### src/hdl/vfrq_pkg.sv
// ----------------------------------------------------------------------------
// vfrq_pkg
// Shared types and constants for the vCPU FIFO ready queue: operation codes,
// list commands and status, and the membership and sequencer encodings.
// ----------------------------------------------------------------------------
`default_nettype none

package vfrq_pkg;

    localparam int MAX_VCPUS = 16;
    localparam int ID_W      = 4;
    localparam int ST_W      = 3;
    localparam int FUNC_W    = 3;
    localparam int ADDR_W    = $clog2(MAX_VCPUS);
    localparam int LEN_W     = $clog2(MAX_VCPUS + 1);

    // operation codes
    localparam logic [FUNC_W-1:0] FUNC_ADD        = 3'd0;
    localparam logic [FUNC_W-1:0] FUNC_SET_STATE  = 3'd1;
    localparam logic [FUNC_W-1:0] FUNC_SCHED_NEXT = 3'd2;
    localparam logic [FUNC_W-1:0] FUNC_SCHED_NOW  = 3'd3;
    localparam logic [FUNC_W-1:0] FUNC_PICK       = 3'd4;

    // vcpu state codes
    localparam logic [ST_W-1:0] ST_READY   = 3'd0;
    localparam logic [ST_W-1:0] ST_SUSPEND = 3'd1;
    localparam logic [ST_W-1:0] ST_IDLE    = 3'd2;

    typedef enum logic [1:0] {
        MEM_NONE  = 2'd0,
        MEM_READY = 2'd1,
        MEM_SLEEP = 2'd2
    } member_t;

    typedef enum logic [1:0] {
        PLACE_NONE,
        PLACE_READY_HEAD,
        PLACE_READY_TAIL,
        PLACE_SLEEP_TAIL
    } place_t;

    typedef enum logic [1:0] {
        LIST_REMOVE,
        LIST_PUSH_HEAD,
        LIST_PUSH_TAIL,
        LIST_READ_HEAD
    } list_op_t;

    typedef enum logic [1:0] {
        LS_IDLE,
        LS_SCAN,
        LS_SHIFT
    } list_state_t;

    typedef enum logic [2:0] {
        T_IDLE,
        T_UNLINK,
        T_UNLINK_WAIT,
        T_INSERT,
        T_INSERT_WAIT,
        T_HEAD,
        T_HEAD_WAIT,
        T_DONE
    } top_state_t;

    typedef struct packed {
        logic            valid;
        list_op_t        op;
        logic [ID_W-1:0] id;
    } list_cmd_t;

    typedef struct packed {
        logic             done;
        logic             ok;
        logic [ID_W-1:0]  head;
        logic [LEN_W-1:0] len;
    } list_status_t;

endpackage

`default_nettype wire

### src/hdl/vfrq_ram.sv
// ----------------------------------------------------------------------------
// vfrq_ram
// Generic simple dual port RAM: one write port, one read port, registered read.
// ----------------------------------------------------------------------------
`default_nettype none

module vfrq_ram #(
    parameter int WIDTH = 4,
    parameter int DEPTH = 16
) (
    input  wire logic                     clk,
    input  wire logic                     wr_en,
    input  wire logic [$clog2(DEPTH)-1:0] wr_addr,
    input  wire logic [WIDTH-1:0]         wr_data,
    input  wire logic                     rd_en,
    input  wire logic [$clog2(DEPTH)-1:0] rd_addr,
    output logic      [WIDTH-1:0]         rd_data
);

    logic [WIDTH-1:0] mem [DEPTH];
    logic [WIDTH-1:0] rd_data_reg;

    always_ff @(posedge clk)
    begin
        if (wr_en)
        begin
            mem[wr_addr] <= wr_data;
        end
        if (rd_en)
        begin
            rd_data_reg <= mem[rd_addr];
        end
    end

    assign rd_data = rd_data_reg;

endmodule

`default_nettype wire

### src/hdl/vfrq_list.sv
// ----------------------------------------------------------------------------
// vfrq_list
// One ordered list of vCPU ids held in a RAM with a length register. Removal
// streams the list through the read port and compacts it one entry a cycle;
// head insertion shifts entries up one a cycle; tail insertion is one write.
// ----------------------------------------------------------------------------
`default_nettype none

module vfrq_list (
    input  wire logic                   clk,
    input  wire logic                   rst_n,
    input  wire vfrq_pkg::list_cmd_t    cmd,
    output vfrq_pkg::list_status_t      status
);

    vfrq_pkg::list_state_t state_reg, state_next;

    logic [vfrq_pkg::LEN_W-1:0]  idx_reg, idx_next;
    logic [vfrq_pkg::LEN_W-1:0]  len_reg, len_next;
    logic [vfrq_pkg::ID_W-1:0]   id_reg, id_next;
    logic                        found_reg, found_next;
    logic                        rd_pend_reg, rd_pend_next;
    logic [vfrq_pkg::ADDR_W-1:0] rd_addr_reg, rd_addr_next;
    logic                        done_reg, done_next;
    logic                        ok_reg, ok_next;

    logic                        wr_en;
    logic [vfrq_pkg::ADDR_W-1:0] wr_addr;
    logic [vfrq_pkg::ID_W-1:0]   wr_data;
    logic                        rd_en;
    logic [vfrq_pkg::ADDR_W-1:0] rd_addr;
    logic [vfrq_pkg::ID_W-1:0]   rd_data;
    logic [vfrq_pkg::LEN_W-1:0]  idx_m1;
    logic                        has_room;

    assign idx_m1   = idx_reg - vfrq_pkg::LEN_W'(1);
    assign has_room = (32'(len_reg) < vfrq_pkg::MAX_VCPUS);

    vfrq_ram #(
        .WIDTH (vfrq_pkg::ID_W),
        .DEPTH (vfrq_pkg::MAX_VCPUS)
    ) u_order_ram (
        .clk     (clk),
        .wr_en   (wr_en),
        .wr_addr (wr_addr),
        .wr_data (wr_data),
        .rd_en   (rd_en),
        .rd_addr (rd_addr),
        .rd_data (rd_data)
    );

    always_comb
    begin
        state_next = state_reg;
        case (state_reg)
            vfrq_pkg::LS_IDLE:
            begin
                if (cmd.valid)
                begin
                    if (cmd.op == vfrq_pkg::LIST_REMOVE && len_reg != '0)
                    begin
                        state_next = vfrq_pkg::LS_SCAN;
                    end
                    else if (cmd.op == vfrq_pkg::LIST_PUSH_HEAD && has_room)
                    begin
                        state_next = vfrq_pkg::LS_SHIFT;
                    end
                end
            end
            vfrq_pkg::LS_SCAN:
            begin
                if (idx_reg == len_reg && !rd_pend_reg)
                begin
                    state_next = vfrq_pkg::LS_IDLE;
                end
            end
            vfrq_pkg::LS_SHIFT:
            begin
                if (idx_reg == '0 && !rd_pend_reg)
                begin
                    state_next = vfrq_pkg::LS_IDLE;
                end
            end
            default:
            begin
                state_next = vfrq_pkg::LS_IDLE;
            end
        endcase
    end

    always_comb
    begin
        idx_next     = idx_reg;
        len_next     = len_reg;
        id_next      = id_reg;
        found_next   = found_reg;
        rd_pend_next = 1'b0;
        rd_addr_next = rd_addr_reg;
        done_next    = 1'b0;
        ok_next      = ok_reg;
        wr_en        = 1'b0;
        wr_addr      = '0;
        wr_data      = id_reg;
        rd_en        = 1'b0;
        rd_addr      = '0;
        case (state_reg)
            vfrq_pkg::LS_IDLE:
            begin
                if (cmd.valid)
                begin
                    id_next = cmd.id;
                    case (cmd.op)
                        vfrq_pkg::LIST_REMOVE:
                        begin
                            idx_next   = '0;
                            found_next = 1'b0;
                            if (len_reg == '0)
                            begin
                                done_next = 1'b1;
                                ok_next   = 1'b0;
                            end
                        end
                        vfrq_pkg::LIST_PUSH_HEAD:
                        begin
                            idx_next = len_reg;
                            if (!has_room)
                            begin
                                done_next = 1'b1;
                                ok_next   = 1'b0;
                            end
                        end
                        vfrq_pkg::LIST_PUSH_TAIL:
                        begin
                            done_next = 1'b1;
                            ok_next   = has_room;
                            if (has_room)
                            begin
                                wr_en    = 1'b1;
                                wr_addr  = len_reg[vfrq_pkg::ADDR_W-1:0];
                                wr_data  = cmd.id;
                                len_next = len_reg + vfrq_pkg::LEN_W'(1);
                            end
                        end
                        vfrq_pkg::LIST_READ_HEAD:
                        begin
                            // head shows on rd_data when done rises
                            rd_en     = 1'b1;
                            rd_addr   = '0;
                            done_next = 1'b1;
                            ok_next   = 1'b1;
                        end
                        default:
                        begin
                            done_next = 1'b0;
                        end
                    endcase
                end
            end
            vfrq_pkg::LS_SCAN:
            begin
                if (idx_reg != len_reg)
                begin
                    rd_en        = 1'b1;
                    rd_addr      = idx_reg[vfrq_pkg::ADDR_W-1:0];
                    rd_addr_next = idx_reg[vfrq_pkg::ADDR_W-1:0];
                    rd_pend_next = 1'b1;
                    idx_next     = idx_reg + vfrq_pkg::LEN_W'(1);
                end
                if (rd_pend_reg)
                begin
                    // entries after the match slide down by one
                    if (found_reg)
                    begin
                        wr_en   = 1'b1;
                        wr_addr = rd_addr_reg - vfrq_pkg::ADDR_W'(1);
                        wr_data = rd_data;
                    end
                    else if (rd_data == id_reg)
                    begin
                        found_next = 1'b1;
                    end
                end
                if (idx_reg == len_reg && !rd_pend_reg)
                begin
                    done_next = 1'b1;
                    ok_next   = found_reg;
                    if (found_reg)
                    begin
                        len_next = len_reg - vfrq_pkg::LEN_W'(1);
                    end
                end
            end
            vfrq_pkg::LS_SHIFT:
            begin
                // walk from the tail down so no entry is overwritten before it is read
                if (idx_reg != '0)
                begin
                    rd_en        = 1'b1;
                    rd_addr      = idx_m1[vfrq_pkg::ADDR_W-1:0];
                    rd_addr_next = idx_m1[vfrq_pkg::ADDR_W-1:0];
                    rd_pend_next = 1'b1;
                    idx_next     = idx_m1;
                end
                if (rd_pend_reg)
                begin
                    wr_en   = 1'b1;
                    wr_addr = rd_addr_reg + vfrq_pkg::ADDR_W'(1);
                    wr_data = rd_data;
                end
                if (idx_reg == '0 && !rd_pend_reg)
                begin
                    wr_en     = 1'b1;
                    wr_addr   = '0;
                    wr_data   = id_reg;
                    len_next  = len_reg + vfrq_pkg::LEN_W'(1);
                    done_next = 1'b1;
                    ok_next   = 1'b1;
                end
            end
            default:
            begin
                done_next = 1'b0;
            end
        endcase
    end

    always_ff @(posedge clk or negedge rst_n)
    begin
        if (!rst_n)
        begin
            state_reg   <= vfrq_pkg::LS_IDLE;
            len_reg     <= '0;
            rd_pend_reg <= 1'b0;
            done_reg    <= 1'b0;
            ok_reg      <= 1'b0;
            found_reg   <= 1'b0;
            idx_reg     <= '0;
        end
        else
        begin
            state_reg   <= state_next;
            len_reg     <= len_next;
            rd_pend_reg <= rd_pend_next;
            done_reg    <= done_next;
            ok_reg      <= ok_next;
            found_reg   <= found_next;
            idx_reg     <= idx_next;
        end
    end

    always_ff @(posedge clk)
    begin
        id_reg      <= id_next;
        rd_addr_reg <= rd_addr_next;
    end

    assign status.done = done_reg;
    assign status.ok   = ok_reg;
    assign status.head = rd_data;
    assign status.len  = len_reg;

endmodule

`default_nettype wire

### src/hdl/vcpu_fifo_ready_queue.sv
// Flow: an item that leaves the lists alone reads the ready-list head and loads its result;
// one that moves a vCPU first removes it with a scan of its list when it is listed, then
// inserts it (a head insertion into the ready list shifts its entries up one at a time),
// then reads the head; every step goes through the list RAM ports.
// Items are taken one at a time; a finished result waits in the output register while
// the next item is taken. Reset: lists empty, no vCPU listed, states 0, idle_vcpu 0.
// ----------------------------------------------------------------------------
// vcpu_fifo_ready_queue
// Per-processor FIFO run queue: ready and sleep lists of vCPU ids in RAM,
// per-vCPU membership and recorded state in flops, one result per item.
// ----------------------------------------------------------------------------
`default_nettype none

module vcpu_fifo_ready_queue (
    input  wire logic                          clk,
    input  wire logic                          rst_n,
    input  wire logic                          cfg_valid,
    output logic                               cfg_ready,
    input  wire logic [vfrq_pkg::ID_W-1:0]     cfg_data,
    input  wire logic                          in_valid,
    output logic                               in_ready,
    input  wire logic [vfrq_pkg::FUNC_W-1:0]   func,
    input  wire logic [vfrq_pkg::ID_W-1:0]     vcpu_id,
    input  wire logic [vfrq_pkg::ST_W-1:0]     new_state,
    output logic                               out_valid,
    input  wire logic                          out_ready,
    output logic      [vfrq_pkg::ID_W-1:0]     picked_vcpu,
    output logic                               picked_is_idle,
    output logic      [vfrq_pkg::ST_W-1:0]     vcpu_state,
    output logic      [vfrq_pkg::LEN_W-1:0]    ready_count,
    output logic      [vfrq_pkg::LEN_W-1:0]    sleep_count
);

    vfrq_pkg::top_state_t state_reg, state_next;

    logic [vfrq_pkg::ID_W-1:0]   idle_vcpu_reg;
    logic [vfrq_pkg::ID_W-1:0]   id_reg;
    logic                        id_ok_reg;
    vfrq_pkg::place_t            place_reg;
    vfrq_pkg::member_t           member_reg [vfrq_pkg::MAX_VCPUS];
    logic [vfrq_pkg::ST_W-1:0]   rec_state_reg [vfrq_pkg::MAX_VCPUS];
    logic [vfrq_pkg::ID_W-1:0]   head_reg;

    logic                        out_valid_reg;
    logic [vfrq_pkg::ID_W-1:0]   picked_vcpu_reg;
    logic                        picked_is_idle_reg;
    logic [vfrq_pkg::ST_W-1:0]   vcpu_state_reg;
    logic [vfrq_pkg::LEN_W-1:0]  ready_count_reg;
    logic [vfrq_pkg::LEN_W-1:0]  sleep_count_reg;

    vfrq_pkg::list_cmd_t         ready_cmd, sleep_cmd;
    vfrq_pkg::list_status_t      ready_st, sleep_st;

    logic                        in_fire;
    logic                        id_ok;
    logic                        is_idle;
    vfrq_pkg::place_t            place_in;
    logic                        rec_we;
    logic [vfrq_pkg::ST_W-1:0]   rec_val;
    logic [vfrq_pkg::ADDR_W-1:0] id_idx;
    logic [vfrq_pkg::ADDR_W-1:0] in_idx;
    vfrq_pkg::member_t           cur_member;
    logic                        member_we;
    vfrq_pkg::member_t           member_val;
    logic                        out_load;

    assign in_ready  = (state_reg == vfrq_pkg::T_IDLE);
    assign cfg_ready = 1'b1;
    assign in_fire   = in_valid && in_ready;
    assign id_idx    = id_reg[vfrq_pkg::ADDR_W-1:0];
    assign in_idx    = vcpu_id[vfrq_pkg::ADDR_W-1:0];
    assign cur_member = member_reg[id_idx];
    assign out_load  = (state_reg == vfrq_pkg::T_DONE) && (!out_valid_reg || out_ready);

    vfrq_list u_ready_list (
        .clk    (clk),
        .rst_n  (rst_n),
        .cmd    (ready_cmd),
        .status (ready_st)
    );

    vfrq_list u_sleep_list (
        .clk    (clk),
        .rst_n  (rst_n),
        .cmd    (sleep_cmd),
        .status (sleep_st)
    );

    // decode of the incoming item
    always_comb
    begin
        id_ok    = (32'(vcpu_id) < vfrq_pkg::MAX_VCPUS);
        is_idle  = (vcpu_id == idle_vcpu_reg);
        place_in = vfrq_pkg::PLACE_NONE;
        rec_we   = 1'b0;
        rec_val  = new_state;
        if (id_ok)
        begin
            case (func)
                vfrq_pkg::FUNC_ADD:
                begin
                    if (!is_idle)
                    begin
                        place_in = vfrq_pkg::PLACE_SLEEP_TAIL;
                        rec_we   = 1'b1;
                        rec_val  = vfrq_pkg::ST_IDLE;
                    end
                end
                vfrq_pkg::FUNC_SET_STATE:
                begin
                    if (!is_idle)
                    begin
                        rec_we = 1'b1;
                        if (new_state == vfrq_pkg::ST_READY)
                        begin
                            place_in = vfrq_pkg::PLACE_READY_HEAD;
                        end
                        else if (new_state inside {vfrq_pkg::ST_SUSPEND, vfrq_pkg::ST_IDLE})
                        begin
                            place_in = vfrq_pkg::PLACE_SLEEP_TAIL;
                        end
                    end
                end
                vfrq_pkg::FUNC_SCHED_NEXT:
                begin
                    if (!is_idle)
                    begin
                        place_in = vfrq_pkg::PLACE_READY_TAIL;
                    end
                end
                vfrq_pkg::FUNC_SCHED_NOW:
                begin
                    place_in = vfrq_pkg::PLACE_READY_HEAD;
                end
                vfrq_pkg::FUNC_PICK:
                begin
                    place_in = vfrq_pkg::PLACE_NONE;
                end
                default:
                begin
                    place_in = vfrq_pkg::PLACE_NONE;
                end
            endcase
        end
    end

    always_comb
    begin
        state_next = state_reg;
        case (state_reg)
            vfrq_pkg::T_IDLE:
            begin
                if (in_fire)
                begin
                    if (place_in == vfrq_pkg::PLACE_NONE)
                    begin
                        state_next = vfrq_pkg::T_HEAD;
                    end
                    else
                    begin
                        state_next = vfrq_pkg::T_UNLINK;
                    end
                end
            end
            vfrq_pkg::T_UNLINK:
            begin
                if (cur_member == vfrq_pkg::MEM_NONE)
                begin
                    state_next = vfrq_pkg::T_INSERT;
                end
                else
                begin
                    state_next = vfrq_pkg::T_UNLINK_WAIT;
                end
            end
            vfrq_pkg::T_UNLINK_WAIT:
            begin
                if (ready_st.done || sleep_st.done)
                begin
                    state_next = vfrq_pkg::T_INSERT;
                end
            end
            vfrq_pkg::T_INSERT:
            begin
                state_next = vfrq_pkg::T_INSERT_WAIT;
            end
            vfrq_pkg::T_INSERT_WAIT:
            begin
                if (ready_st.done || sleep_st.done)
                begin
                    state_next = vfrq_pkg::T_HEAD;
                end
            end
            vfrq_pkg::T_HEAD:
            begin
                state_next = vfrq_pkg::T_HEAD_WAIT;
            end
            vfrq_pkg::T_HEAD_WAIT:
            begin
                if (ready_st.done)
                begin
                    state_next = vfrq_pkg::T_DONE;
                end
            end
            vfrq_pkg::T_DONE:
            begin
                if (out_load)
                begin
                    state_next = vfrq_pkg::T_IDLE;
                end
            end
            default:
            begin
                state_next = vfrq_pkg::T_IDLE;
            end
        endcase
    end

    always_comb
    begin
        ready_cmd       = '0;
        sleep_cmd       = '0;
        ready_cmd.id    = id_reg;
        sleep_cmd.id    = id_reg;
        ready_cmd.op    = vfrq_pkg::LIST_READ_HEAD;
        sleep_cmd.op    = vfrq_pkg::LIST_PUSH_TAIL;
        member_we       = 1'b0;
        member_val      = vfrq_pkg::MEM_NONE;
        case (state_reg)
            vfrq_pkg::T_UNLINK:
            begin
                member_we  = 1'b1;
                member_val = vfrq_pkg::MEM_NONE;
                if (cur_member == vfrq_pkg::MEM_READY)
                begin
                    ready_cmd.valid = 1'b1;
                    ready_cmd.op    = vfrq_pkg::LIST_REMOVE;
                end
                else if (cur_member == vfrq_pkg::MEM_SLEEP)
                begin
                    sleep_cmd.valid = 1'b1;
                    sleep_cmd.op    = vfrq_pkg::LIST_REMOVE;
                end
            end
            vfrq_pkg::T_INSERT:
            begin
                case (place_reg)
                    vfrq_pkg::PLACE_READY_HEAD:
                    begin
                        ready_cmd.valid = 1'b1;
                        ready_cmd.op    = vfrq_pkg::LIST_PUSH_HEAD;
                    end
                    vfrq_pkg::PLACE_READY_TAIL:
                    begin
                        ready_cmd.valid = 1'b1;
                        ready_cmd.op    = vfrq_pkg::LIST_PUSH_TAIL;
                    end
                    vfrq_pkg::PLACE_SLEEP_TAIL:
                    begin
                        sleep_cmd.valid = 1'b1;
                        sleep_cmd.op    = vfrq_pkg::LIST_PUSH_TAIL;
                    end
                    default:
                    begin
                        ready_cmd.valid = 1'b0;
                    end
                endcase
            end
            vfrq_pkg::T_INSERT_WAIT:
            begin
                // membership follows only an insertion that fit
                if (ready_st.done && ready_st.ok)
                begin
                    member_we  = 1'b1;
                    member_val = vfrq_pkg::MEM_READY;
                end
                else if (sleep_st.done && sleep_st.ok)
                begin
                    member_we  = 1'b1;
                    member_val = vfrq_pkg::MEM_SLEEP;
                end
            end
            vfrq_pkg::T_HEAD:
            begin
                ready_cmd.valid = 1'b1;
                ready_cmd.op    = vfrq_pkg::LIST_READ_HEAD;
            end
            default:
            begin
                member_we = 1'b0;
            end
        endcase
    end

    always_ff @(posedge clk or negedge rst_n)
    begin
        if (!rst_n)
        begin
            state_reg     <= vfrq_pkg::T_IDLE;
            idle_vcpu_reg <= '0;
            out_valid_reg <= 1'b0;
            for (int i = 0; i < vfrq_pkg::MAX_VCPUS; i++)
            begin
                member_reg[i]    <= vfrq_pkg::MEM_NONE;
                rec_state_reg[i] <= '0;
            end
        end
        else
        begin
            state_reg <= state_next;
            if (cfg_valid && cfg_ready)
            begin
                idle_vcpu_reg <= cfg_data;
            end
            if (in_fire && rec_we)
            begin
                rec_state_reg[in_idx] <= rec_val;
            end
            if (member_we)
            begin
                member_reg[id_idx] <= member_val;
            end
            if (out_load)
            begin
                out_valid_reg <= 1'b1;
            end
            else if (out_ready)
            begin
                out_valid_reg <= 1'b0;
            end
        end
    end

    always_ff @(posedge clk)
    begin
        if (in_fire)
        begin
            id_reg    <= vcpu_id;
            id_ok_reg <= id_ok;
            place_reg <= place_in;
        end
        if (state_reg == vfrq_pkg::T_HEAD_WAIT && ready_st.done)
        begin
            head_reg <= ready_st.head;
        end
        if (out_load)
        begin
            picked_is_idle_reg <= (ready_st.len == '0);
            picked_vcpu_reg    <= (ready_st.len == '0) ? idle_vcpu_reg : head_reg;
            vcpu_state_reg     <= id_ok_reg ? rec_state_reg[id_idx] : '0;
            ready_count_reg    <= ready_st.len;
            sleep_count_reg    <= sleep_st.len;
        end
    end

    assign out_valid      = out_valid_reg;
    assign picked_vcpu    = picked_vcpu_reg;
    assign picked_is_idle = picked_is_idle_reg;
    assign vcpu_state     = vcpu_state_reg;
    assign ready_count    = ready_count_reg;
    assign sleep_count    = sleep_count_reg;

`ifndef NO_ASSERTIONS
    a_lists_fit: assert property (@(posedge clk) disable iff (!rst_n)
        (32'(ready_st.len) + 32'(sleep_st.len)) <= vfrq_pkg::MAX_VCPUS)
        else $error("ready and sleep lists hold more entries than vcpus");

    a_one_list_done: assert property (@(posedge clk) disable iff (!rst_n)
        !(ready_st.done && sleep_st.done))
        else $error("both lists finished a command in the same cycle");

    a_one_item: assert property (@(posedge clk) disable iff (!rst_n)
        in_fire |=> !in_ready)
        else $error("next item taken before the current one finished");

    a_result_idle: assert property (@(posedge clk) disable iff (!rst_n)
        out_load |=> (picked_is_idle == (ready_count == '0)))
        else $error("idle flag disagrees with ready count");
`endif

endmodule

`default_nettype wire

### config.mk
export PLATFORM = sky130hd
export DESIGN_NAME = vcpu_fifo_ready_queue
export DESIGN_NICKNAME = d
export VERILOG_FILES = /design/src/hdl/vfrq_pkg.sv /design/src/hdl/vfrq_ram.sv /design/src/hdl/vfrq_list.sv /design/src/hdl/vcpu_fifo_ready_queue.sv
export SDC_FILE = /design/constraint.sdc
export NUM_CORES = 1
export LEC_CHECK = 0
export ABC_AREA = 1
export BUFFER_PORTS_ARGS = -buffer_cell sky130_fd_sc_hd__buf_2
export CAP_MARGIN = 20
export CORE_MARGIN = 2
export CORE_UTILIZATION = 45
export CTS_CLUSTER_DIAMETER = 60
export DETAILED_ROUTE_END_ITERATION = 8
export GPL_ROUTABILITY_DRIVEN = 0
export PLACE_DENSITY = 0.63
export SLEW_MARGIN = 15
export SYNTH_ARGS = -nofsm -noshare
export SYNTH_HDL_FRONTEND = slang
export SYNTH_HIERARCHICAL = 1
export SYNTH_SLANG_ARGS = --single-unit
### constraint.sdc
create_clock -name clk -period 2.9 [get_ports clk]
set_clock_uncertainty 0.1 [all_clocks]
set_input_delay 0.29 -clock clk [delete_from_list [all_inputs] [get_ports clk]]
set_output_delay 0.29 -clock clk [all_outputs]
set_load 0.05 [all_outputs]
==> results by group, run 1 <==
Routing
  – Initial DRC count: 1,041
  – Vias: 13,000
  – DRC: 0
  – DR WL/cell: 15.7 um
  – Drt total wl: 39.5 mm
  – Post-route ant nets: 0
  – DR vias/cell: 5.17
  – First drt pass iteration count: 5

Timing
  – Worst Max-Slew Pin Slew: 643 ps
  – RSZ-0062 raised after global routing: true
  – Endpoints failing setup: 180
  – Fin. Hold Viols: 0
  – Final worst-path setup slack: -241 ps
  – Final Cycle Share: 1.08
  – Max-slew violation count: 0
  – Slew HR: 0.571
  – Final min period: 3140 ps
  – F_max: 318 MHz
  – Final hold slack: 41.6 ps

Finish
  – Fill count: 3,163
  – Layout Nets: 2,071
  – Area delta synth->final: 21.5%
  – Layout cells sized above 1: 0.206
  – N_diodes: 0
  – Commonest cells after routing, fill and taps aside: nand2_1 (561), inv_1 (195), nand3_1 (194), edfxtp_1 (180), dfrtp_1 (120)
  – Most common cell after layout, fill and taps aside: nand2_1
  – Reg area: 8410 um2
  – Area of the multi-input gates: 6860 um2

Setup path
  – Setup crit end kind: flip-flop
  – Reg2Reg Setup Slack: -240 ps
  – Start point of the critical path: id_idx[0]
  – Arr. time, crit path: 3260 ps
  – Worst setup SP type: flip-flop
  – Worst-case reg-to-reg path depth: 25
  – Crit-path max FO: 6
  – R2r endpoint: u_ready_list/u_order_ram/mem[12][3]
  – Worst setup path class: flip-flop to flip-flop
  – Worst r2r src: id_idx[0]
  – Crit path required time: 3020 ps

Power and ir drop
  – Pwr per Cell Area: 470 nW/um2
  – Total Power: 0.00916 W
  – Leakage: 8.70 nW
  – Maximum VDD drop: 0.000450 V

Global route
  – Largest net degree at the start of global routing: 54
  – First-pass GRT wire length: 64.1 mm
  – Global Route Usage Sum: 0.218
  – Initial antenna violation count: 0
  – Vias in the first global route: 12,600
  – GR Overflow Total: 0

Synthesis
  – Post-synth EDFFs: 180
  – Syn avg cell area: 8.62 um2
  – Number of synthesized register bits: 300
  – Synth warn: 6
  – Top_reg_cell synth: edfxtp_1
  – Synth unique cells: 57
  – Synth Instances: 1,859
  – Register area share after synthesis: 0.525
  – Syn Std Cell Area: 16,000 um2
  – Async set-or-reset flop fraction in the synthesized netlist: 0.400

Die
  – Die span in x: 193 um
  – Die area: 37,100 um2
  – Initial core utilization: 0.454
  – I/O pin cnt: 40
  – Std cell rows: 69
  – Die Y: 193 um
  – Core Box Area: 35,300 um2

Clock tree
  – TritonCTS sink count: 300
  – Max clock buf depth: 3
  – Inserted Clock Buffers: 35
  – H-tree Lvls: 2
  – Clk slew on worst S/H paths: 60 ps
  – Later-pin clock latency in the skew report: 530 ps
  – CTS tree: built
  – Clock root buffer: clkbuf_16

Placement
  – Placed wire-length estimate: 27.3 mm
  – Port-buffer cells: 38

Run status
  – Status: complete, but fails checks
  – Failing checks: setup timing

Min path
  – Hold endpoint: id_idx[1]
  – Hold Path Depth: 1
  – Worst hold path type: input port to flip-flop
  – Hold Startpoint: vcpu_id[1]

Flow run
  – Max-Cap Viols: 0
## metrics by stage
| stage | utilization | TNS, ps | worst slack, ps | cells | area (um2) |
|---|---|---|---|---|---|
| 4_1_cts | 0.542 | -9840 | -166 | 2502 | 19100 |
| 6_report | 0.551 | -24080 | -241 | 2510 | 19500 |
| 2_1_floorplan | - | -2280 | -57.3 | 1863 | 16200 |
| 3_5_place_dp | 0.493 | -26070 | -312 | 2403 | 17400 |
| 5_1_grt | 0.551 | -65730 | -421 | 2510 | 19500 |
| 3_3_place_gp | 0.493 | -20640 | -265 | 2403 | 17400 |
## how the worst max path moves through the flow
stage	end	slack [ps]	depth (start not counted)
CTS	u_ready_list/u_order_ram/mem[14][3]	-170	22
floorplan	u_ready_list/u_order_ram/mem[0][3]	-60	15
detailed placement	u_ready_list/u_order_ram/mem[1][2]	-310	19
global placement	u_ready_list/u_order_ram/mem[9][3]	-270	23
global route	u_ready_list/u_order_ram/mem[12][3]	-420	25
finish	u_ready_list/u_order_ram/mem[12][3]	-240	25
## where the power goes
part / internal [W] / switching (W) / total (W)
combinational: 0.0000517 / 0.000121 / 0.000173
sequential: 0.00450 / 0.00000248 / 0.00450
clock: 0.00276 / 0.00173 / 0.00448
## worst max-delay path, cell delays in order (launching register included)
cell       delay (ps)
edfxtp_1          380
buf_6             150
clkinv_8           70
clkbuf_16         150
nand2_2            50
nand2_1            50
nand2_1            50
nand2_1            50
nand2_1            50
nand2_1            60
nor2_2            110
inv_1              60
nand2_2           100
nand2_2            80
nand3_2            80
inv_2              50
nor3_4            180
nand2_2           110
inv_4              80
nand2_2            50
o21ai_2            80
inv_2              50
a21oi_2           150
buf_4             160
nand3_4           130
nor2_4            200
## layout make-up
| cell class | count | area share |
|---|---|---|
| sequential | 300 | 0.432 |
| clock inverter | 16 | 0.0102 |
| clock buffer | 48 | 0.0507 |
| tap | 461 | 0.0296 |
| multi-input combinational | 1273 | 0.352 |
| timing repair buffer | 176 | 0.0777 |
| inverter | 235 | 0.0470 |
| timing repair inverter | 1 | 0.000450 |
## Yosys cell counts, types with 7 or more instances
| master | instances | area (um2) |
|---|---|---|
| ha_1 | 28 | 350 |
| buf_6 | 15 | 169 |
| a21oi_1 | 32 | 160 |
| a22oi_1 | 14 | 105 |
| edfxtp_1 | 180 | 5410 |
| inv_2 | 25 | 93.8 |
| o21ai_1 | 67 | 335 |
| nand3_1 | 198 | 991 |
| nor2_2 | 9 | 56.3 |
| buf_2 | 14 | 70.1 |
| nand4_1 | 22 | 138 |
| xor2_1 | 7 | 61.3 |
| nor2_4 | 11 | 124 |
| dfrtp_1 | 120 | 3000 |
| inv_1 | 201 | 754 |
| nand2_2 | 18 | 113 |
| buf_4 | 16 | 120 |
| o21ai_0 | 71 | 355 |
| clkbuf_1 | 8 | 30.0 |
| nand2_4 | 11 | 124 |
| nor2_1 | 101 | 379 |
| nand2_1 | 602 | 2260 |
## layer usage
layer | share of wire | track usage | up-vias
met2 | 0.46 | 0.352 | 352
met5 | 0 | 0 | -
met3 | 0.052 | 0.0327 | 73
met4 | 0.029 | 0.0743 | 0
li1 | - | - | 6433
met1 | 0.46 | 0.299 | 6115
## kinds of logic (layout without fill, tap and decap cells)
family          Yosys count  in the layout  synth area share
compound gates          216            216            0.0765
xor+xnor                 13             13           0.00710
fa+ha+maj                30             30            0.0244
buf+inv                 290            476            0.0809
flops                   300            300             0.525
other cells               2              6          0.000468
simple gates           1008           1008             0.286
## timing repair
action                                  4_1_cts  5_1_grt
pin swaps                                    21       35
endpoints found under the setup margin      196      275
hold buffers                                 17        0
setup buffers                                19        9
resized for setup                            62       79
endpoints found under the hold margin        49        0
cloned                                        1        4
No activity file was read; power rests on OpenSTA's default activity.
==> inputs of run 2 (changes only) <==
--- a/config.mk
+++ b/config.mk
@@ -9,11 +9,11 @@
 export BUFFER_PORTS_ARGS = -buffer_cell sky130_fd_sc_hd__buf_2
 export CAP_MARGIN = 20
 export CORE_MARGIN = 2
-export CORE_UTILIZATION = 45
+export CORE_UTILIZATION = 40
 export CTS_CLUSTER_DIAMETER = 60
 export DETAILED_ROUTE_END_ITERATION = 8
 export GPL_ROUTABILITY_DRIVEN = 0
-export PLACE_DENSITY = 0.63
+export PLACE_DENSITY = 0.57
 export SLEW_MARGIN = 15
 export SYNTH_ARGS = -nofsm -noshare
 export SYNTH_HDL_FRONTEND = slang
==> run 2 against run 1 <==
  * The run still ends with setup timing left
  * Count of clock-buffer cells in the layout is the same
  * Register-to-register slack worse by 20 ps
  * Fmax decreased by 0.77%
  * Power increased by 1.1%
==> results by group, run 2 (same netlist as run 1, synthesis figures left out) <==
Die
  – Std cell rows: 73 (+5.8%)
  – Die span in x: 204 um (+5.9%)
  – I/O pin cnt: 40 (unchanged)
  – Initial core utilization: 0.404 (-0.0496)
  – Die area: 41,700 um2 (+12%)
  – Core Box Area: 39,600 um2 (+12%)
  – Die Y: 204 um (+5.9%)

Finish
  – N_diodes: 0 (unchanged)
  – Reg area: 8410 um2 (unchanged)
  – Area of the multi-input gates: 7020 um2 (+2.3%)
  – Fill count: 3,757 (+19%)
  – Area delta synth->final: 24.5%
  – Fin area: 20,000 um2 (+2.5%)
  – Most common cell after layout, fill and taps aside: nand2_1
  – Core Util, Final: 0.503 (-0.0480)
  – Layout Nets: 2,088 (+0.82%)
  – Fin cells: 2,592 (+3.3%)
  – Layout cells sized above 1: 0.224 (+0.0176)
  – Commonest cells after routing, fill and taps aside: nand2_1 (548), nand3_1 (194), inv_1 (192), edfxtp_1 (180), dfrtp_1 (120)

Routing
  – Initial DRC count: 981 (-5.8%)
  – DRC: 0 (unchanged)
  – DR WL/cell: 16.0 um (+1.7%)
  – Vias: 13,100 (+0.73%)
  – Post-route ant nets: 0 (unchanged)
  – First drt pass iteration count: 5 (unchanged)
  – DR vias/cell: 5.04 (-2.5%)
  – Drt total wl: 41.5 mm (+5.1%)

Placement
  – Pre-CTS WS: -350 ps (-37.9 ps)
  – DP Area: 17,500 um2 (+0.32%)
  – Placed Cells: 2,467 (+2.7%)
  – Placed wire-length estimate: 28.3 mm (+3.6%)
  – Port-buffer cells: 38 (unchanged)

Timing
  – Endpoints failing setup: 256 (+42%)
  – Fin. Hold Viols: 0 (unchanged)
  – Max-slew violation count: 0 (unchanged)
  – Worst Max-Slew Pin Slew: 777 ps (+135 ps)
  – RSZ-0062 raised after global routing: true
  – F_max: 316 MHz (-0.77%)
  – Final Cycle Share: 1.09 (+0.00841)
  – Final worst-path setup slack: -266 ps (-24.4 ps)
  – Final min period: 3170 ps (+24.4 ps)
  – Final hold slack: 39.3 ps (-2.23 ps)
  – Slew HR: 0.481 (-0.0893)

Clock tree
  – H-tree Lvls: 2 (unchanged)
  – Clk slew on worst S/H paths: 60 ps (about the same)
  – TritonCTS sink count: 300 (unchanged)
  – Later-pin clock latency in the skew report: 550 ps (+20 ps)
  – Clock root buffer: clkbuf_16
  – CTS tree: built
  – Inserted Clock Buffers: 37 (+5.7%)
  – Max clock buf depth: 3 (unchanged)

Power and ir drop
  – Sw Share: 0.214 (+0.0120)
  – Maximum VDD drop: 0.000366 V (-19%)
  – Comb power frac: 0.019 (about the same)
  – Pwr per Cell Area: 464 nW/um2 (-1.3%)
  – Pint: 0.00728 W (-0.38%)
  – Leakage: 8.90 nW (+2.3%)
  – Net Switching: 0.00198 W (+7.2%)
  – Clock power frac: 0.495 (+0.006)
  – Seq pwr share: 0.486 (-0.006)

Setup path
  – Reg2Reg Setup Slack: -270 ps (-20 ps)
  – Worst setup SP type: flip-flop
  – Crit-path max FO: 5 (-1)
  – Setup crit end kind: flip-flop
  – Worst setup path class: flip-flop to flip-flop
  – Arr. time, crit path: 3360 ps (+100 ps)
  – Crit path required time: 3090 ps (+70 ps)

Flow run
  – Max-Cap Viols: 0 (unchanged)

Run status
  – Status: complete, but fails checks
  – Failing checks: setup timing

Global route
  – Vias in the first global route: 12,600 (+0.0079%)
  – Largest net degree at the start of global routing: 58 (+7.4%)
  – Initial antenna violation count: 1 (+1)
  – Global Route Usage Sum: 0.201 (-0.0163)
  – First-pass GRT wire length: 66.9 mm (+4.4%)
  – GR Overflow Total: 0 (unchanged)

Min path
  – Worst hold path type: input port to flip-flop
-- run 2: cell count changes in the layout (fill, tap and decap cells not counted), moves of 4 or more --
cell	before	now
buf_6	11	22
buf_16	0	7
inv_2	29	33
nand2_4	20	33
nand2_1	561	548
o21ai_1	71	67
-- run 2: power groups by stage --
stage,logic (W),registers (W),clock network [W]
after floorplan,0.0000731,0.00459,0
after global placement,0.000150,0.00459,0
after detailed placement,0.000151,0.00459,0
after CTS,0.000173,0.00450,0.00469
after global routing,0.000192,0.00450,0.00487
final,0.000172,0.00450,0.00459
-- run 2: repair_timing --
item / CTS / global route
hold endpoints to repair: 50 / 0
pin swaps: 22 / 38
cloned: 7 / 3
setup buffers: 24 / 11
setup endpoints to repair: 256 / 282
hold buffers: 18 / 0
resized for setup: 103 / 89
-- run 2: path summary, 6_finish.rpt --
check / start / endpoint / depth (start not counted)
setup reg to reg: id_idx[0] / u_ready_list/u_order_ram/mem[13][3] / 22
setup / recovery: id_idx[0] / u_ready_list/u_order_ram/mem[13][3] / 22
min in group asynchronous: rst_n / rec_state_reg[8] / 2
hold reg to reg: u_ready_list/ok_reg / u_ready_list/ok_reg / 2
max in group asynchronous: rst_n / u_ready_list/idx_reg[2] / 3
hold / removal: func[1] / place_reg[0] / 3
-- run 2: stage by stage --
step                total power, W  TNS [ps]
finish                     0.00927    -42900
global route               0.00957    -91710
CTS                        0.00937    -24520
detailed placement         0.00474    -37240
global placement           0.00474    -21880
floorplan                  0.00466     -2280
-- run 2: critical path, stage by stage (launching register included) --
cell and delay, ps:
edfxtp_1 420, buf_6 180, buf_16 150, nand2_2 50
nand2_1 40, nand2_1 50, nand2_1 50, nand2_1 60
nand2_2 70, nor2_4 140, nand2_2 100, nand2_2 110
nand3_4 80, nor3_4 200, nand2_2 90, inv_2 80
buf_4 100, nand2_1 70, a21oi_4 210, inv_1 110
nand2_2 210, buf_4 170, nor2_4 50
-- run 2: final cells by class --
cell class	count	area share
sequential	300	0.421
inverter	235	0.0458
clock buffer	48	0.0500
clock inverter	19	0.0105
tap	525	0.0329
multi-input combinational	1273	0.352
timing repair buffer	192	0.0879
-- run 2: routing by layer --
layer | share of wire | vias to the layer above | track usage
met5 | 0 | - | 0
met4 | 0.029 | 0 | 0.0727
met3 | 0.045 | 85 | 0.0273
met2 | 0.47 | 295 | 0.324
met1 | 0.46 | 6211 | 0.279
li1 | - | 6477 | -
==> inputs of run 3 (changes only) <==
--- a/config.mk
+++ b/config.mk
@@ -17,5 +17,4 @@
 export SLEW_MARGIN = 15
 export SYNTH_ARGS = -nofsm -noshare
 export SYNTH_HDL_FRONTEND = slang
-export SYNTH_HIERARCHICAL = 1
 export SYNTH_SLANG_ARGS = --single-unit
==> run 3 against run 2 <==
  * The run now ends clean
  * Non-clock buffer count down 74
  * Combinational power down 14%
  * Global-route usage down 0.68 points
  * Via count shrank 6.8%
  * Count of clock-buffer cells in the layout grew 2
  * Fmax up 16%
  * Sequential power about the same
  * Synthesized cell count shrank 5.6%
  * Clock power decreased by 5.2%
  * Critical endpoint is now u_ready_list.u_order_ram.mem[5][2]
  * Largest power group is now registers
  * Highest routed layer unchanged
==> results by group, run 3 <==
Run status
  – Status: complete, no violations

Power and ir drop
  – Maximum VDD drop: 0.000398 V (+8.7%)
  – Seq pwr share: 0.501 (+0.015)
  – Leakage: 7.69 nW (-14%)
  – Comb power frac: 0.016 (-0.003)
  – Net Switching: 0.00184 W (-7.3%)
  – Pint: 0.00717 W (-1.5%)
  – Pwr per Cell Area: 503 nW/um2 (+8.4%)
  – Sw Share: 0.204 (-0.00996)
  – Clock power frac: 0.483 (-0.012)

Setup path
  – Slowest-stage cell, CP: edfxtp_1
  – Crit path required time: 2990 ps (-100 ps)
  – CP Cell Sequence: buf_4 > nand2_1 > nand2_1 > nand2_1 > nand2_1 > nand2_1 > nand2_1 > nor2_4 > nand3_4 > nand2_8 > nand3_1 > nand2_2 > nand4_1 > nor2_1
  – Crit-path max FO: 19 (+14)
  – Worst-case reg-to-reg path depth: 14 (-36%)
  – Worst setup SP type: flip-flop
  – R2r endpoint: u_ready_list.u_order_ram.mem[5][2]
  – CP dominant cell by count: nand2_1
  – Top Family by Delay on Critical Path: simple AND/OR/NAND/NOR gates
  – Worst r2r src: id_idx[0]
  – Crit path capture: u_ready_list.u_order_ram.mem[5][2]
  – Setup crit end kind: flip-flop
  – Reg2Reg Setup Slack: 180 ps (+450 ps)
  – Number of stages on the worst setup path: 14 (-36%)
  – Slowest Stage Delay on Critical Path: 430 ps (about the same)
  – Arr. time, crit path: 2810 ps (-550 ps)
  – Start point of the critical path: id_idx[0]
  – Buf+Inv Stages, Crit Path: 1 (-5)
  – Worst setup path class: flip-flop to flip-flop

Finish
  – N_diodes: 0 (unchanged)
  – Commonest cells after routing, fill and taps aside: nand2_1 (494), inv_1 (187), edfxtp_1 (180), nand3_1 (178), o21ai_0 (147)
  – Fin cells: 2,394 (-7.6%)
  – Fill count: 3,688 (-1.8%)
  – Layout Nets: 1,905 (-8.8%)
  – Layout cells sized above 1: 0.110 (-0.114)
  – Area delta synth->final: 16.3%
  – Most common cell after layout, fill and taps aside: nand2_1
  – Fin area: 17,900 um2 (-10%)

Synthesis
  – Number of synthesized register bits: 300 (unchanged)
  – Syn Std Cell Area: 15,400 um2 (-3.9%)
  – Synth Instances: 1,754 (-5.6%)
  – Most area-consuming cells after synthesis: edfxtp_1 (35%), dfrtp_1 (19%), nand2_1 (12%), nand3_1 (5.8%), o21ai_0 (4.8%)
  – Syn avg cell area: 8.78 um2 (+1.9%)
  – Synth unique cells: 53 (-7.0%)
  – Syn nets: 1,802
  – Register area share after synthesis: 0.546 (+0.0212)
  – Synth warn: 0 (-6)
  – Top_reg_cell synth: edfxtp_1
  – Top-area cell type share of the netlist area: 0.351 (+0.0136)
  – Count leader, synth: nand2_1
  – Post-synth EDFFs: 180 (unchanged)
  – Async set-or-reset flop fraction in the synthesized netlist: 0.400 (unchanged)
  – Most frequent cells after synthesis: nand2_1 (494), inv_1 (188), edfxtp_1 (180)
  – Synth area leader: edfxtp_1

Global route
  – Met2 Use GR: 0.311 (-0.0125)
  – Met3 track demand over resource: 0.0309 (+0.00365)
  – Vias in the first global route: 12,100 (-4.1%)
  – GR Util met1: 0.267 (-0.0114)
  – Grt peak-use layer: met2
  – First-pass GRT wire length: 63.3 mm (-5.3%)
  – Largest net degree at the start of global routing: 55 (-5.2%)
  – Initial antenna violation count: 0 (-1)
  – Global Route Usage Sum: 0.195 (-0.00681)
  – GR Overflow Total: 0 (unchanged)

Routing
  – Initial DRC count: 932 (-5.0%)
  – Drt total wl: 38.3 mm (-7.6%)
  – Post-route ant nets: 0 (unchanged)
  – DRC: 0 (unchanged)
  – DR vias/cell: 5.09 (+0.92%)
  – DR WL/cell: 16.0 um (about the same)
  – First drt pass iteration count: 5 (unchanged)
  – Vias: 12,200 (-6.8%)

Timing
  – RSZ-0062 raised after global routing: true
  – Endpoints failing setup: 0 (-100%)
  – Fin. Hold Viols: 0 (unchanged)
  – Final min period: 2720 ps (-445 ps)
  – Max-slew violation count: 0 (unchanged)
  – Slew HR: 0.504 (+0.0224)
  – F_max: 368 MHz (+16%)
  – Worst Max-Slew Pin Slew: 739 ps (-38.5 ps)
  – Final Cycle Share: 0.938 (-0.154)

Clock tree
  – Later-pin clock latency in the skew report: 540 ps (about the same)
  – Inserted Clock Buffers: 35 (-5.4%)
  – Clk slew on worst S/H paths: 60 ps (about the same)
  – Clock root buffer: clkbuf_16
  – CTS tree: built
  – TritonCTS sink count: 300 (unchanged)
  – H-tree Lvls: 2 (unchanged)
  – Max clock buf depth: 3 (unchanged)
  – Post-CTS Setup Bufs: 0 (-100%)

Die
  – Die span in x: 200 um (-1.9%)
  – Core Box Area: 37,800 um2 (-4.5%)
  – Initial core utilization: 0.407 (+0.00273)
  – I/O pin cnt: 40 (unchanged)
  – Die Y: 200 um (-1.9%)
  – Die area: 40,100 um2 (-3.8%)
  – Std cell rows: 71 (-2.7%)

Min path
  – Worst hold path type: input port to flip-flop

Flow run
  – Max-Cap Viols: 0 (unchanged)

Placement
  – DP Area: 16,500 um2 (-5.2%)
  – Port-buffer cells: 38 (unchanged)
  – Placed Cells: 2,312 (-6.3%)
  – Placed wire-length estimate: 27.0 mm (-4.3%)
-- run 3: changes by cell type after synthesis, sizes merged, moves of 6 or more --
cell / before / now
nand3: 206 / 184
clkbuf: 8 / 26
a21oi: 35 / 41
nor2: 123 / 113
buf: 47 / 26
nor3: 9 / 29
o22ai: 4 / 14
clkinv: 4 / 11
o21ai: 138 / 160
nand2: 632 / 506
nand3b: 4 / 24
inv: 231 / 194
xor2: 7 / 22
nand4: 25 / 19
-- run 3: logic make-up after synthesis --
family / count (synthesis) / share of synthesized area
buf+inv: 257 / 0.0667
xor+xnor: 29 / 0.0165
simple gates: 880 / 0.252
fa+ha+maj: 29 / 0.0245
compound gates: 258 / 0.0946
flops: 300 / 0.546
other cells: 1 / 0.000243
-- run 3: stage by stage --
stage	power, W	setup WS (ps)	util	setup TNS, ps	hold WS (ps)
finish	0.00901	179	0.473	0	69.1
global route	0.00932	-95.5	0.473	-1120	90.9
CTS	0.00913	170	0.472	0	33.4
detailed placement	0.00472	191	0.437	0	254
global placement	0.00472	239	0.437	0	253
floorplan	0.00464	377	-	0	-106
-- run 3: routing by layer --
| layer | routed length (um) | part of all wire |
|---|---|---|
| met5 | 0 | 0 |
| met4 | 1150 | 0.030 |
| met3 | 1960 | 0.051 |
| met2 | 17300 | 0.45 |
| met1 | 17900 | 0.47 |
-- run 3: how the worst min path moves through the flow --
stage | to | slack [ps] | startpoint | cells after the start
final | state_reg[0] | 70 | in_valid | 5
after global routing | state_reg[0] | 90 | in_valid | 5
after CTS | state_reg[0] | 30 | in_valid | 5
after detailed placement | rec_state_reg[43] | 250 | rst_n | 1
after global placement | rec_state_reg[43] | 250 | rst_n | 1
after floorplan | idle_vcpu_reg[0] | -110 | rst_n | 0
-- run 3: power by group through the flow --
| stage | clock, W | sequential [W] | combinational (W) |
|---|---|---|---|
| floorplan | 0 | 0.00460 | 0.0000468 |
| global placement | 0 | 0.00460 | 0.000126 |
| detailed placement | 0 | 0.00460 | 0.000127 |
| CTS | 0.00447 | 0.00451 | 0.000150 |
| global route | 0.00464 | 0.00451 | 0.000168 |
| finish | 0.00435 | 0.00451 | 0.000148 |
-- run 3: tightest hold or removal path, delay by kind of cell --
| kind | cells | cell delay, ps |
|---|---|---|
| AOI/OAI and AO/OA | 1 | 50 |
| and+or+nand+nor | 2 | 140 |
| buffers and inverters | 2 | 180 |
-- run 3: repair_timing --
item / 4_1_cts / 5_1_grt
gates resized for setup: 0 / 13
endpoints found under the setup margin: 0 / 68
endpoints found under the hold margin: 53 / 0
hold buffers: 19 / 0
-- run 3: cell type report --
cell class / instances / area, um2 / area share
Sequential cell: 300 / 8410 / 0.469
Inverter: 205 / 774 / 0.0432
Tap cell: 511 / 639 / 0.0357
Clock inverter: 13 / 134 / 0.00747
Multi-Input combinational cell: 1197 / 6010 / 0.336
Timing Repair Buffer: 118 / 928 / 0.0518
Clock buffer: 50 / 1010 / 0.0566
